`config.mk`:
```
export PLATFORM = sky130hd
export DESIGN_NAME = format_string_field_parser
export DESIGN_NICKNAME = d
export VERILOG_FILES = /design/src/rtl/fsp_pkg.sv /design/src/rtl/format_string_field_parser.sv /design/src/rtl/fsp_core.sv /design/src/rtl/fsp_out_fifo.sv
export SDC_FILE = /design/constraint.sdc
export NUM_CORES = 1
export LEC_CHECK = 0
export BUFFER_PORTS_ARGS = -buffer_cell sky130_fd_sc_hd__buf_2
export CORE_MARGIN = 2
export CORE_UTILIZATION = 45
export DETAILED_ROUTE_END_ITERATION = 8
export PLACE_DENSITY = 0.63
export SYNTH_ARGS = -nofsm -noshare
export SYNTH_HDL_FRONTEND = slang
export SYNTH_SLANG_ARGS = --single-unit
```
`constraint.sdc`:
```
create_clock -name clk -period 6.3 [get_ports clk]
set_input_delay 0.63 -clock clk [delete_from_list [all_inputs] [get_ports clk]]
set_output_delay 0.63 -clock clk [all_outputs]
set_load 0.1 [all_outputs]
```
`src/rtl/fsp_pkg.sv`:
```
// Shared types and constants for the brace format-spec parser.
// Used by fsp_core, fsp_out_fifo and format_string_field_parser; no dependencies.

package fsp_pkg;

    // Characters the parser looks for
    localparam logic [7:0] CH_NUL    = 8'h00;
    localparam logic [7:0] CH_LBRACE = 8'h7B;
    localparam logic [7:0] CH_RBRACE = 8'h7D;
    localparam logic [7:0] CH_COLON  = 8'h3A;
    localparam logic [7:0] CH_LESS   = 8'h3C;
    localparam logic [7:0] CH_MORE   = 8'h3E;
    localparam logic [7:0] CH_CARET  = 8'h5E;
    localparam logic [7:0] CH_DOT    = 8'h2E;
    localparam logic [7:0] CH_E      = 8'h65;
    localparam logic [7:0] CH_G      = 8'h67;
    localparam logic [7:0] CH_R      = 8'h72;
    localparam logic [7:0] CH_ZERO   = 8'h30;
    localparam logic [7:0] CH_NINE   = 8'h39;

    localparam int DECIMAL_BASE = 10;

    // Result kinds
    localparam logic [1:0] KIND_LITERAL = 2'd0;
    localparam logic [1:0] KIND_VALID   = 2'd1;
    localparam logic [1:0] KIND_INVALID = 2'd2;

    // Alignment codes
    localparam logic [1:0] ALIGN_NONE   = 2'd0;
    localparam logic [1:0] ALIGN_LEFT   = 2'd1;
    localparam logic [1:0] ALIGN_RIGHT  = 2'd2;
    localparam logic [1:0] ALIGN_CENTER = 2'd3;

    // Notation codes
    localparam logic [2:0] NOTE_NONE     = 3'd0;
    localparam logic [2:0] NOTE_E        = 3'd1;
    localparam logic [2:0] NOTE_G        = 3'd2;
    localparam logic [2:0] NOTE_R_DIGITS = 3'd3;
    localparam logic [2:0] NOTE_R_BARE   = 3'd4;

    // Output queue depth; must hold two results past a full drain cycle
    localparam int RESULT_DEPTH = 4;

    typedef enum logic [3:0] {
        PH_LIT   = 4'd0,
        PH_BRACE = 4'd1,
        PH_ARG   = 4'd2,
        PH_COLON = 4'd3,
        PH_WIDTH = 4'd4,
        PH_PREC  = 4'd5,
        PH_RADIX = 4'd6,
        PH_END   = 4'd7,
        PH_AFTER = 4'd8
    } phase_t;

    typedef struct packed {
        logic [1:0]  kind;
        logic        last;
        logic [15:0] span_start;
        logic [15:0] span_end;
        logic [15:0] arg_index;
        logic [1:0]  align_mode;
        logic [15:0] field_width;
        logic        width_given;
        logic [15:0] precision_value;
        logic        precision_given;
        logic [2:0]  notation;
        logic [15:0] radix_value;
    } result_t;

    // Results produced by one character: zero, one or two words
    typedef struct packed {
        logic [1:0] count;
        result_t    res0;
        result_t    res1;
    } core_out_t;

endpackage

```
`src/rtl/format_string_field_parser.sv`:
```
// Brace format-spec parser top level: input register, parser core, result queue.
// Depends on fsp_pkg, fsp_core and fsp_out_fifo.
//
// Usage:
//   s_* carries the format string, one byte per word; a zero byte ends the
//   string and returns position and parser state to their reset values.
//   m_* carries result words: literal spans (m_tuser = 0) and replacement
//   fields (1 valid, 2 invalid). m_tlast marks the final result word caused
//   by one input byte; a byte may cause zero, one or two result words.
// Timing:
//   A byte is registered in the input register on acceptance and parsed
//   once the result queue has room; its words are written into the queue
//   when it is parsed, and m_* is driven from the queue head.
//   One byte per cycle is sustained while each byte yields at most one word
//   and m_tready stays high; a byte with two words occupies the output for
//   each of its words in turn. The 4-word result queue sets the limit: a
//   byte is parsed only while at most two words remain queued after this
//   cycle's pop.
// Reset: asynchronous, active low; input register and queue empty.
// Stall: with m_tready low the queue fills, the input register holds its byte
//   and s_tready drops; no word is lost or repeated.

module format_string_field_parser #(
    parameter int POSITION_BITS = 16,
    parameter int NUMBER_BITS   = 16
) (
    input  logic         clk,
    input  logic         rst_n,
    input  logic         s_tvalid,
    output logic         s_tready,
    input  logic [7:0]   s_tdata,   // [7:0] text_char
    output logic         m_tvalid,
    input  logic         m_tready,
    output logic [103:0] m_tdata,   // span_start, span_end, arg_index, align_mode,
                                    // field_width, width_given, precision_value,
                                    // precision_given, notation, radix_value, pad
    output logic [1:0]   m_tuser,   // [1:0] kind
    output logic         m_tlast
);

    logic               in_valid_reg, in_valid_next;
    logic [7:0]         char_reg;
    logic               fire;
    logic               room;
    fsp_pkg::core_out_t core_out;
    fsp_pkg::result_t   head;

    assign fire          = in_valid_reg && room;
    assign s_tready      = !in_valid_reg || fire;
    assign in_valid_next = (s_tvalid && s_tready) || (in_valid_reg && !fire);

    always_ff @(posedge clk or negedge rst_n)
    begin
        if (!rst_n)
            in_valid_reg <= 1'b0;
        else
            in_valid_reg <= in_valid_next;
    end

    always_ff @(posedge clk)
    begin
        if (s_tvalid && s_tready)
            char_reg <= s_tdata;
    end

    fsp_core #(
        .POSITION_BITS (POSITION_BITS),
        .NUMBER_BITS   (NUMBER_BITS)
    ) u_core (
        .clk       (clk),
        .rst_n     (rst_n),
        .fire      (fire),
        .text_char (char_reg),
        .core_out  (core_out)
    );

    fsp_out_fifo u_out (
        .clk      (clk),
        .rst_n    (rst_n),
        .push     (fire),
        .core_out (core_out),
        .room     (room),
        .m_valid  (m_tvalid),
        .m_ready  (m_tready),
        .head     (head)
    );

    assign m_tuser = head.kind;
    assign m_tlast = head.last;
    assign m_tdata = {1'b0,
                      head.radix_value,
                      head.notation,
                      head.precision_given,
                      head.precision_value,
                      head.width_given,
                      head.field_width,
                      head.align_mode,
                      head.arg_index,
                      head.span_end,
                      head.span_start};

endmodule

```
`src/rtl/fsp_core.sv`:
```
// Per-character parser: phase and field accumulators, up to two results per character.
// Depends on fsp_pkg.

module fsp_core #(
    parameter int POSITION_BITS = 16,
    parameter int NUMBER_BITS   = 16
) (
    input  logic                clk,
    input  logic                rst_n,
    input  logic                fire,
    input  logic [7:0]          text_char,
    output fsp_pkg::core_out_t  core_out
);

    localparam logic [POSITION_BITS-1:0] POS_ONE = POSITION_BITS'(1);
    localparam logic [NUMBER_BITS+3:0]   TEN     = (NUMBER_BITS+4)'(fsp_pkg::DECIMAL_BASE);

    fsp_pkg::phase_t          phase_reg, phase_next;
    logic [POSITION_BITS-1:0] pos_reg, pos_next;
    logic [POSITION_BITS-1:0] span_b_reg, span_b_next;
    logic [NUMBER_BITS-1:0]   arg_reg, arg_next;
    logic                     arg_has_reg, arg_has_next;
    logic [1:0]               align_reg, align_next;
    logic [NUMBER_BITS-1:0]   width_reg, width_next;
    logic                     width_has_reg, width_has_next;
    logic [NUMBER_BITS-1:0]   prec_reg, prec_next;
    logic                     prec_has_reg, prec_has_next;
    logic [2:0]               note_reg, note_next;
    logic [NUMBER_BITS-1:0]   radix_reg, radix_next;

    // value*10 + digit, saturating at all ones
    function automatic logic [NUMBER_BITS-1:0] push_digit(
        input logic [NUMBER_BITS-1:0] v,
        input logic [3:0]             dg
    );
        logic [NUMBER_BITS+3:0] t;
        t = {4'b0000, v} * TEN + {{NUMBER_BITS{1'b0}}, dg};
        if (|t[NUMBER_BITS+3:NUMBER_BITS])
            push_digit = '1;
        else
            push_digit = t[NUMBER_BITS-1:0];
    endfunction

    function automatic fsp_pkg::result_t make_span(
        input logic [POSITION_BITS-1:0] s,
        input logic [POSITION_BITS-1:0] e
    );
        fsp_pkg::result_t r;
        r            = '0;
        r.kind       = fsp_pkg::KIND_LITERAL;
        r.span_start = 16'(s);
        r.span_end   = 16'(e);
        make_span    = r;
    endfunction

    always_comb
    begin
        fsp_pkg::phase_t   ph;
        fsp_pkg::result_t  res [2];
        fsp_pkg::result_t  fld;
        logic [1:0]        n;
        logic              as_lit;
        logic              consumed;
        logic              digit;
        logic [3:0]        dg;
        logic [POSITION_BITS-1:0] p;

        ph             = phase_reg;
        span_b_next    = span_b_reg;
        arg_next       = arg_reg;
        arg_has_next   = arg_has_reg;
        align_next     = align_reg;
        width_next     = width_reg;
        width_has_next = width_has_reg;
        prec_next      = prec_reg;
        prec_has_next  = prec_has_reg;
        note_next      = note_reg;
        radix_next     = radix_reg;
        res[0]         = '0;
        res[1]         = '0;
        fld            = '0;
        n              = 2'd0;
        as_lit         = 1'b0;
        consumed       = 1'b0;
        p              = pos_reg;
        digit          = (text_char >= fsp_pkg::CH_ZERO) && (text_char <= fsp_pkg::CH_NINE);
        dg             = text_char[3:0];

        if (ph == fsp_pkg::PH_BRACE && text_char == fsp_pkg::CH_LBRACE)
        begin
            // doubled brace stays in the literal
            ph = fsp_pkg::PH_LIT;
        end
        else
        begin
            if (ph == fsp_pkg::PH_BRACE)
            begin
                // span ends before the opening brace
                res[n[0]]      = make_span(span_b_next, p - POS_ONE);
                n              = n + 2'd1;
                arg_next       = '0;
                arg_has_next   = 1'b0;
                align_next     = fsp_pkg::ALIGN_NONE;
                width_next     = '0;
                width_has_next = 1'b0;
                prec_next      = '0;
                prec_has_next  = 1'b0;
                note_next      = fsp_pkg::NOTE_NONE;
                radix_next     = '0;
                ph             = fsp_pkg::PH_ARG;
            end

            if (ph >= fsp_pkg::PH_ARG && ph <= fsp_pkg::PH_END)
            begin
                unique case (ph)
                    fsp_pkg::PH_ARG:
                    begin
                        if (digit)
                        begin
                            arg_next     = push_digit(arg_next, dg);
                            arg_has_next = 1'b1;
                            consumed     = 1'b1;
                        end
                        else if (text_char == fsp_pkg::CH_COLON && arg_has_next)
                        begin
                            ph       = fsp_pkg::PH_COLON;
                            consumed = 1'b1;
                        end
                    end
                    fsp_pkg::PH_COLON, fsp_pkg::PH_WIDTH:
                    begin
                        priority if (ph == fsp_pkg::PH_COLON && text_char == fsp_pkg::CH_LESS)
                        begin
                            align_next = fsp_pkg::ALIGN_LEFT;
                            ph         = fsp_pkg::PH_WIDTH;
                            consumed   = 1'b1;
                        end
                        else if (ph == fsp_pkg::PH_COLON && text_char == fsp_pkg::CH_MORE)
                        begin
                            align_next = fsp_pkg::ALIGN_RIGHT;
                            ph         = fsp_pkg::PH_WIDTH;
                            consumed   = 1'b1;
                        end
                        else if (ph == fsp_pkg::PH_COLON && text_char == fsp_pkg::CH_CARET)
                        begin
                            align_next = fsp_pkg::ALIGN_CENTER;
                            ph         = fsp_pkg::PH_WIDTH;
                            consumed   = 1'b1;
                        end
                        else if (digit)
                        begin
                            width_next     = push_digit(width_next, dg);
                            width_has_next = 1'b1;
                            ph             = fsp_pkg::PH_WIDTH;
                            consumed       = 1'b1;
                        end
                        else if (text_char == fsp_pkg::CH_DOT)
                        begin
                            ph       = fsp_pkg::PH_PREC;
                            consumed = 1'b1;
                        end
                        else if (text_char == fsp_pkg::CH_E)
                        begin
                            note_next = fsp_pkg::NOTE_E;
                            ph        = fsp_pkg::PH_END;
                            consumed  = 1'b1;
                        end
                        else if (text_char == fsp_pkg::CH_G)
                        begin
                            note_next = fsp_pkg::NOTE_G;
                            ph        = fsp_pkg::PH_END;
                            consumed  = 1'b1;
                        end
                        else if (text_char == fsp_pkg::CH_R)
                        begin
                            note_next = fsp_pkg::NOTE_R_BARE;
                            ph        = fsp_pkg::PH_RADIX;
                            consumed  = 1'b1;
                        end
                    end
                    fsp_pkg::PH_PREC:
                    begin
                        priority if (digit)
                        begin
                            prec_next     = push_digit(prec_next, dg);
                            prec_has_next = 1'b1;
                            consumed      = 1'b1;
                        end
                        else if (text_char == fsp_pkg::CH_E)
                        begin
                            note_next = fsp_pkg::NOTE_E;
                            ph        = fsp_pkg::PH_END;
                            consumed  = 1'b1;
                        end
                        else if (text_char == fsp_pkg::CH_G)
                        begin
                            note_next = fsp_pkg::NOTE_G;
                            ph        = fsp_pkg::PH_END;
                            consumed  = 1'b1;
                        end
                        else if (text_char == fsp_pkg::CH_R)
                        begin
                            note_next = fsp_pkg::NOTE_R_BARE;
                            ph        = fsp_pkg::PH_RADIX;
                            consumed  = 1'b1;
                        end
                    end
                    fsp_pkg::PH_RADIX:
                    begin
                        if (digit)
                        begin
                            radix_next = push_digit(radix_next, dg);
                            note_next  = fsp_pkg::NOTE_R_DIGITS;
                            consumed   = 1'b1;
                        end
                    end
                    default:
                    begin
                    end
                endcase

                if (!consumed)
                begin
                    fld                 = '0;
                    fld.arg_index       = 16'(arg_next);
                    fld.align_mode      = align_next;
                    fld.field_width     = 16'(width_next);
                    fld.width_given     = width_has_next;
                    fld.precision_value = 16'(prec_next);
                    fld.precision_given = prec_has_next;
                    fld.notation        = note_next;
                    fld.radix_value     = 16'(radix_next);
                    if (text_char == fsp_pkg::CH_RBRACE)
                    begin
                        fld.kind    = arg_has_next ? fsp_pkg::KIND_VALID
                                                   : fsp_pkg::KIND_INVALID;
                        res[n[0]]   = fld;
                        n           = n + 2'd1;
                        ph          = fsp_pkg::PH_AFTER;
                        span_b_next = p + POS_ONE;
                    end
                    else
                    begin
                        // broken field; the character is reread as literal text unless it ends the string
                        fld.kind  = fsp_pkg::KIND_INVALID;
                        res[n[0]] = fld;
                        n         = n + 2'd1;
                        if (text_char != fsp_pkg::CH_NUL)
                        begin
                            ph          = fsp_pkg::PH_LIT;
                            span_b_next = p;
                            as_lit      = 1'b1;
                        end
                    end
                end
            end
            else
            begin
                as_lit = 1'b1;
            end
        end

        if (as_lit)
        begin
            if (text_char == fsp_pkg::CH_NUL)
            begin
                if (ph != fsp_pkg::PH_AFTER)
                begin
                    res[n[0]] = make_span(span_b_next, p);
                    n         = n + 2'd1;
                end
            end
            else if (text_char == fsp_pkg::CH_LBRACE)
                ph = fsp_pkg::PH_BRACE;
            else
                ph = fsp_pkg::PH_LIT;
        end

        if (n == 2'd1)
            res[0].last = 1'b1;
        else if (n == 2'd2)
            res[1].last = 1'b1;

        phase_next = ph;
        pos_next   = p + POS_ONE;

        // end of string: back to reset state
        if (text_char == fsp_pkg::CH_NUL)
        begin
            phase_next     = fsp_pkg::PH_LIT;
            pos_next       = '0;
            span_b_next    = '0;
            arg_next       = '0;
            arg_has_next   = 1'b0;
            align_next     = fsp_pkg::ALIGN_NONE;
            width_next     = '0;
            width_has_next = 1'b0;
            prec_next      = '0;
            prec_has_next  = 1'b0;
            note_next      = fsp_pkg::NOTE_NONE;
            radix_next     = '0;
        end

        core_out.count = n;
        core_out.res0  = res[0];
        core_out.res1  = res[1];
    end

    always_ff @(posedge clk or negedge rst_n)
    begin
        if (!rst_n)
        begin
            phase_reg     <= fsp_pkg::PH_LIT;
            pos_reg       <= '0;
            span_b_reg    <= '0;
            arg_reg       <= '0;
            arg_has_reg   <= 1'b0;
            align_reg     <= fsp_pkg::ALIGN_NONE;
            width_reg     <= '0;
            width_has_reg <= 1'b0;
            prec_reg      <= '0;
            prec_has_reg  <= 1'b0;
            note_reg      <= fsp_pkg::NOTE_NONE;
            radix_reg     <= '0;
        end
        else if (fire)
        begin
            phase_reg     <= phase_next;
            pos_reg       <= pos_next;
            span_b_reg    <= span_b_next;
            arg_reg       <= arg_next;
            arg_has_reg   <= arg_has_next;
            align_reg     <= align_next;
            width_reg     <= width_next;
            width_has_reg <= width_has_next;
            prec_reg      <= prec_next;
            prec_has_reg  <= prec_has_next;
            note_reg      <= note_next;
            radix_reg     <= radix_next;
        end
    end

endmodule

```
`src/rtl/fsp_out_fifo.sv`:
```
// Result queue: takes up to two result words per cycle, hands out one per cycle while m_ready is high.
// Depends on fsp_pkg.

module fsp_out_fifo (
    input  logic               clk,
    input  logic               rst_n,
    input  logic               push,
    input  fsp_pkg::core_out_t core_out,
    output logic               room,
    output logic               m_valid,
    input  logic               m_ready,
    output fsp_pkg::result_t   head
);

    localparam int PTR_BITS = $clog2(fsp_pkg::RESULT_DEPTH);
    localparam int CNT_BITS = $clog2(fsp_pkg::RESULT_DEPTH + 1);
    localparam logic [CNT_BITS-1:0] ROOM_LIMIT = CNT_BITS'(fsp_pkg::RESULT_DEPTH - 2);

    fsp_pkg::result_t    mem [fsp_pkg::RESULT_DEPTH];
    logic [PTR_BITS-1:0] wr_ptr_reg, wr_ptr_next;
    logic [PTR_BITS-1:0] rd_ptr_reg, rd_ptr_next;
    logic [CNT_BITS-1:0] count_reg, count_next;
    logic                pop;
    logic [CNT_BITS-1:0] push_n;
    logic [CNT_BITS-1:0] after_pop;

    assign m_valid   = (count_reg != '0);
    assign head      = mem[rd_ptr_reg];
    assign pop       = m_valid && m_ready;
    assign after_pop = count_reg - CNT_BITS'(pop);
    // two free words are needed before a character may be parsed
    assign room      = (after_pop <= ROOM_LIMIT);
    assign push_n    = push ? CNT_BITS'(core_out.count) : '0;

    always_comb
    begin
        wr_ptr_next = wr_ptr_reg + PTR_BITS'(push_n);
        rd_ptr_next = rd_ptr_reg + PTR_BITS'(pop);
        count_next  = after_pop + push_n;
    end

    always_ff @(posedge clk or negedge rst_n)
    begin
        if (!rst_n)
        begin
            wr_ptr_reg <= '0;
            rd_ptr_reg <= '0;
            count_reg  <= '0;
        end
        else
        begin
            wr_ptr_reg <= wr_ptr_next;
            rd_ptr_reg <= rd_ptr_next;
            count_reg  <= count_next;
        end
    end

    always_ff @(posedge clk)
    begin
        if (push && core_out.count != 2'd0)
            mem[wr_ptr_reg] <= core_out.res0;
        if (push && core_out.count == 2'd2)
            mem[wr_ptr_reg + PTR_BITS'(1)] <= core_out.res1;
    end

endmodule
```
==> results.sh <==
export IMPL_status="completed"
export IMPL_postCtsSetupBuffers=0
export IMPL_htree_levels=2
export IMPL_grt_ovfl_total=0
export IMPL_rr_startpoint="u_core.phase_reg[1]$_DFFE_PN0P_"
export IMPL_grt_pass1_wl_mm=128
export IMPL_post_route_min_period_ps=5540
export IMPL_timing_final_ws_setup_ps=761
export IMPL_pwr_share_comb_pct=41.5
export IMPL_grt_pass1_vias=22500
export IMPL_die_h_microns=263
export IMPL_p_sw_w=0.00599
export IMPL_dp_hpwl_mm=53.2
export IMPL_drv_slew=0
export IMPL_fmax_mhz=181
export IMPL_route_vias_total=22000
export IMPL_seqPwrFrac_pct=32.8
export IMPL_wire_per_inst_microns=22.2
export IMPL_yosys_warnings=0
export IMPL_p_int_w=0.00701
export IMPL_critical_path_class="flop to flop"
export IMPL_tightest_slew_ps=1390
export IMPL_cts_buffer_depth=3
export IMPL_netlist_instances=2685
export IMPL_drc=0
export IMPL_fin_worst_skew_ps=28.8
export IMPL_postLayoutCellArea_sq_um=33600
export IMPL_synth_async_reset_ratio_pct=21.2
export IMPL_hold_viol_final=0
export IMPL_synth_seq_cells=548
export IMPL_num_rows=94
export IMPL_post_dp_cell_area_sq_um=31800
export IMPL_slowest_stage="or4b_2"
export IMPL_fin_util_pct=50.8
export IMPL_ant_nets=0
export IMPL_core_area_sq_um=66100
export IMPL_cp_end_kind="flop"
export IMPL_cpPeakStageDelay_ps=870
export IMPL_startpoint="u_core.phase_reg[1]$_DFFE_PN0P_"
export IMPL_drive_above_1_share_pct=15.0
export IMPL_power_density_nw_per_um2=387
export IMPL_synthFlopType="edfxtp_1"
export IMPL_syn_cell_area_sq_um=30200
export IMPL_p_leak_nw=12.1
export IMPL_vias_per_cell=6.01
export IMPL_antenna_found_initial=1
export IMPL_path_cells="or4b_2, nand2_1, inv_1, ha_1, ha_1, fa_1, a211o_1, a2111o_1, nand3_1, nand4_1, nand3b_4, or4_4, a221oi_4, nor2_1, a211o_1"
export IMPL_crit_arrival_ps=6060
export IMPL_setup_viol=0
export IMPL_ys_types=96
export IMPL_insertion_delay_ps=630
export IMPL_avgSynthCellArea_sq_um=11.2
export IMPL_areaGrowthSynthToFinish_pct=11.2
export IMPL_port_buffers=119
export IMPL_initial_core_util_pct=45.7
export IMPL_cp_required_ps=6820
export IMPL_place_congestion=0.912
export IMPL_clk_pin_slew_ps=60
export IMPL_seq_area_frac_synth_pct=52.6
export IMPL_worst_setup_path_start_kind="flop"
export IMPL_grt_max_degree=64
export IMPL_slew_headroom_pct=6.75
export IMPL_cts_root_buf="clkbuf_16"
export IMPL_postCtsResizedCells=0
export IMPL_synth_edf_count=432
export IMPL_critPathTopFamily="simple AND/OR/NAND/NOR gates"
export IMPL_cap_viol_max_count=0
export IMPL_die_w_microns=263
export IMPL_dr_pass1_iters=5
export IMPL_hold_worst_slack_ps=77.2
export IMPL_drt_total_wl_mm=81.3
export IMPL_first_iter_violations=1903
export IMPL_largest_reg_flops=424
export IMPL_antennaDiodeCount=0
export IMPL_grt_setup_unrepaired="no"
export IMPL_fin_crit_sh_pct=87.9
export IMPL_irDropWorstVdd_mv=0.578
export IMPL_num_nets_final=2887
export IMPL_clockPowerShare_pct=25.7
export IMPL_cts_made_buffers=58
export IMPL_clock_sinks=548
export IMPL_min_path_type="input pin to asynchronous set/reset pin"
export IMPL_path_max_fanout=18
export IMPL_hold_buffers=0
export IMPL_track_usage_pct=23.4
export IMPL_num_io_pins=121
export IMPL_sw_frac_of_total_pct=46.1
export IMPL_cts_tree="built"
export IMPL_regMostFlops="u_out.mem"
export IMPL_path_buf_inv=1
export IMPL_finalSetupTns_ps=0
export IMPL_pre_cts_slack_ps=801
export IMPL_die_area_sq_um=69200
export IMPL_synth_nets=2825
[worst reg2reg max path, cell delays in order (launching register included)]
cell	delay, ps
dfrtp_1	370
or4b_2	870
nand2_1	190
inv_1	100
ha_1	300
ha_1	240
fa_1	500
a211o_1	320
a2111o_1	380
nand3_1	160
nand4_1	150
nand3b_4	210
or4_4	530
a221oi_4	610
nor2_1	200
a211o_1	310
[layer usage]
| metal | global-route usage [%] | up-vias | part of all wire (%) |
|---|---|---|---|
| li1 | - | 10100 | - |
| met2 | 40.4 | 686 | 50 |
| met4 | 6.83 | 0 | 2.6 |
| met3 | 3.05 | 138 | 5.3 |
| met1 | 31.0 | 11000 | 42 |
| met5 | 0 | - | 0 |
[cell type report]
class,count,area (sq um)
fillers,5863,32500
flip-flops and latches,548,15900
multi-input cells,1916,13500
clock buffers,86,1680
repair buffers,179,1140
well taps,864,1080
inverters,44,165
clock inverters,20,149
[logic make-up after synthesis]
| family | share of synthesized area (%) |
|---|---|
| simple gates | 16.8 |
| flops | 52.6 |
| compound gates | 11.4 |
| buf+inv | 2.98 |
| fa+ha+maj | 5.50 |
| mux | 8.08 |
| xor+xnor | 2.70 |
| other cells | 0.0124 |
[power by group through the flow]
stage	clock (W)	sequential, W	combinational, W
floorplan	0	0.00408	0.00460
global route	0.00353	0.00430	0.00558
finish	0.00334	0.00427	0.00539
CTS	0.00339	0.00427	0.00543
detailed placement	0	0.00435	0.00542
global placement	0	0.00434	0.00541
[per-stage QoR]
step | total power [W] | std cells
floorplan | 0.00869 | 2685
global placement | 0.00975 | 3551
detailed placement | 0.00977 | 3551
CTS | 0.0131 | 3657
global route | 0.0134 | 3657
finish | 0.0130 | 3657
[cells in the final DEF (no fill, tap or decap), types with 20 or more instances in the layout]
| cell type | instances |
|---|---|
| mux4_2 | 106 |
| ha_1 | 120 |
| a211oi_1 | 22 |
| and3_1 | 49 |
| and2_1 | 60 |
| nand4_1 | 20 |
| xnor2_1 | 47 |
| o31ai_1 | 32 |
| inv_1 | 43 |
| buf_4 | 54 |
| clkbuf_16 | 61 |
| dfrtp_1 | 114 |
| a22o_1 | 29 |
| a21o_1 | 31 |
| nand2_1 | 142 |
| xor2_1 | 46 |
| nor2_1 | 514 |
| buf_2 | 118 |
| o211ai_1 | 22 |
| a21oi_1 | 99 |
| o21ai_0 | 113 |
| nor3_1 | 82 |
| edfxtp_1 | 432 |
| nand3_1 | 65 |
| a31oi_1 | 25 |
[synthesized netlist by cell type (47+ instances only)]
cell / number / area, sq um
nand3_1: 65 / 325
and2_1: 60 / 375
nor3_1: 84 / 420
nand2_1: 146 / 548
a21oi_1: 99 / 495
clkbuf_1: 120 / 450
xnor2_1: 47 / 412
nor2_1: 516 / 1940
ha_1: 120 / 1500
mux4_2: 106 / 2390
edfxtp_1: 432 / 13000
and3_1: 49 / 307
dfrtp_1: 116 / 2900
o21ai_0: 114 / 571
[final timing paths]
check                                                   end  slack, ps  depth (start not counted)
max                        u_core.radix_reg[13]$_DFFE_PN0P_        760                         15
min                        u_core.radix_reg[12]$_DFFE_PN0P_         80                          1
max reg2reg                u_core.radix_reg[13]$_DFFE_PN0P_        760                         15
min reg2reg                u_core.radix_reg[10]$_DFFE_PN0P_        470                          2
max in group asynchronous     u_out.rd_ptr_reg[1]$_DFF_PN0_       4720                          2
min in group clk                      char_reg[3]$_DFFE_PP_        210                          1
Note: power is estimated with default switching activity, not from simulation.
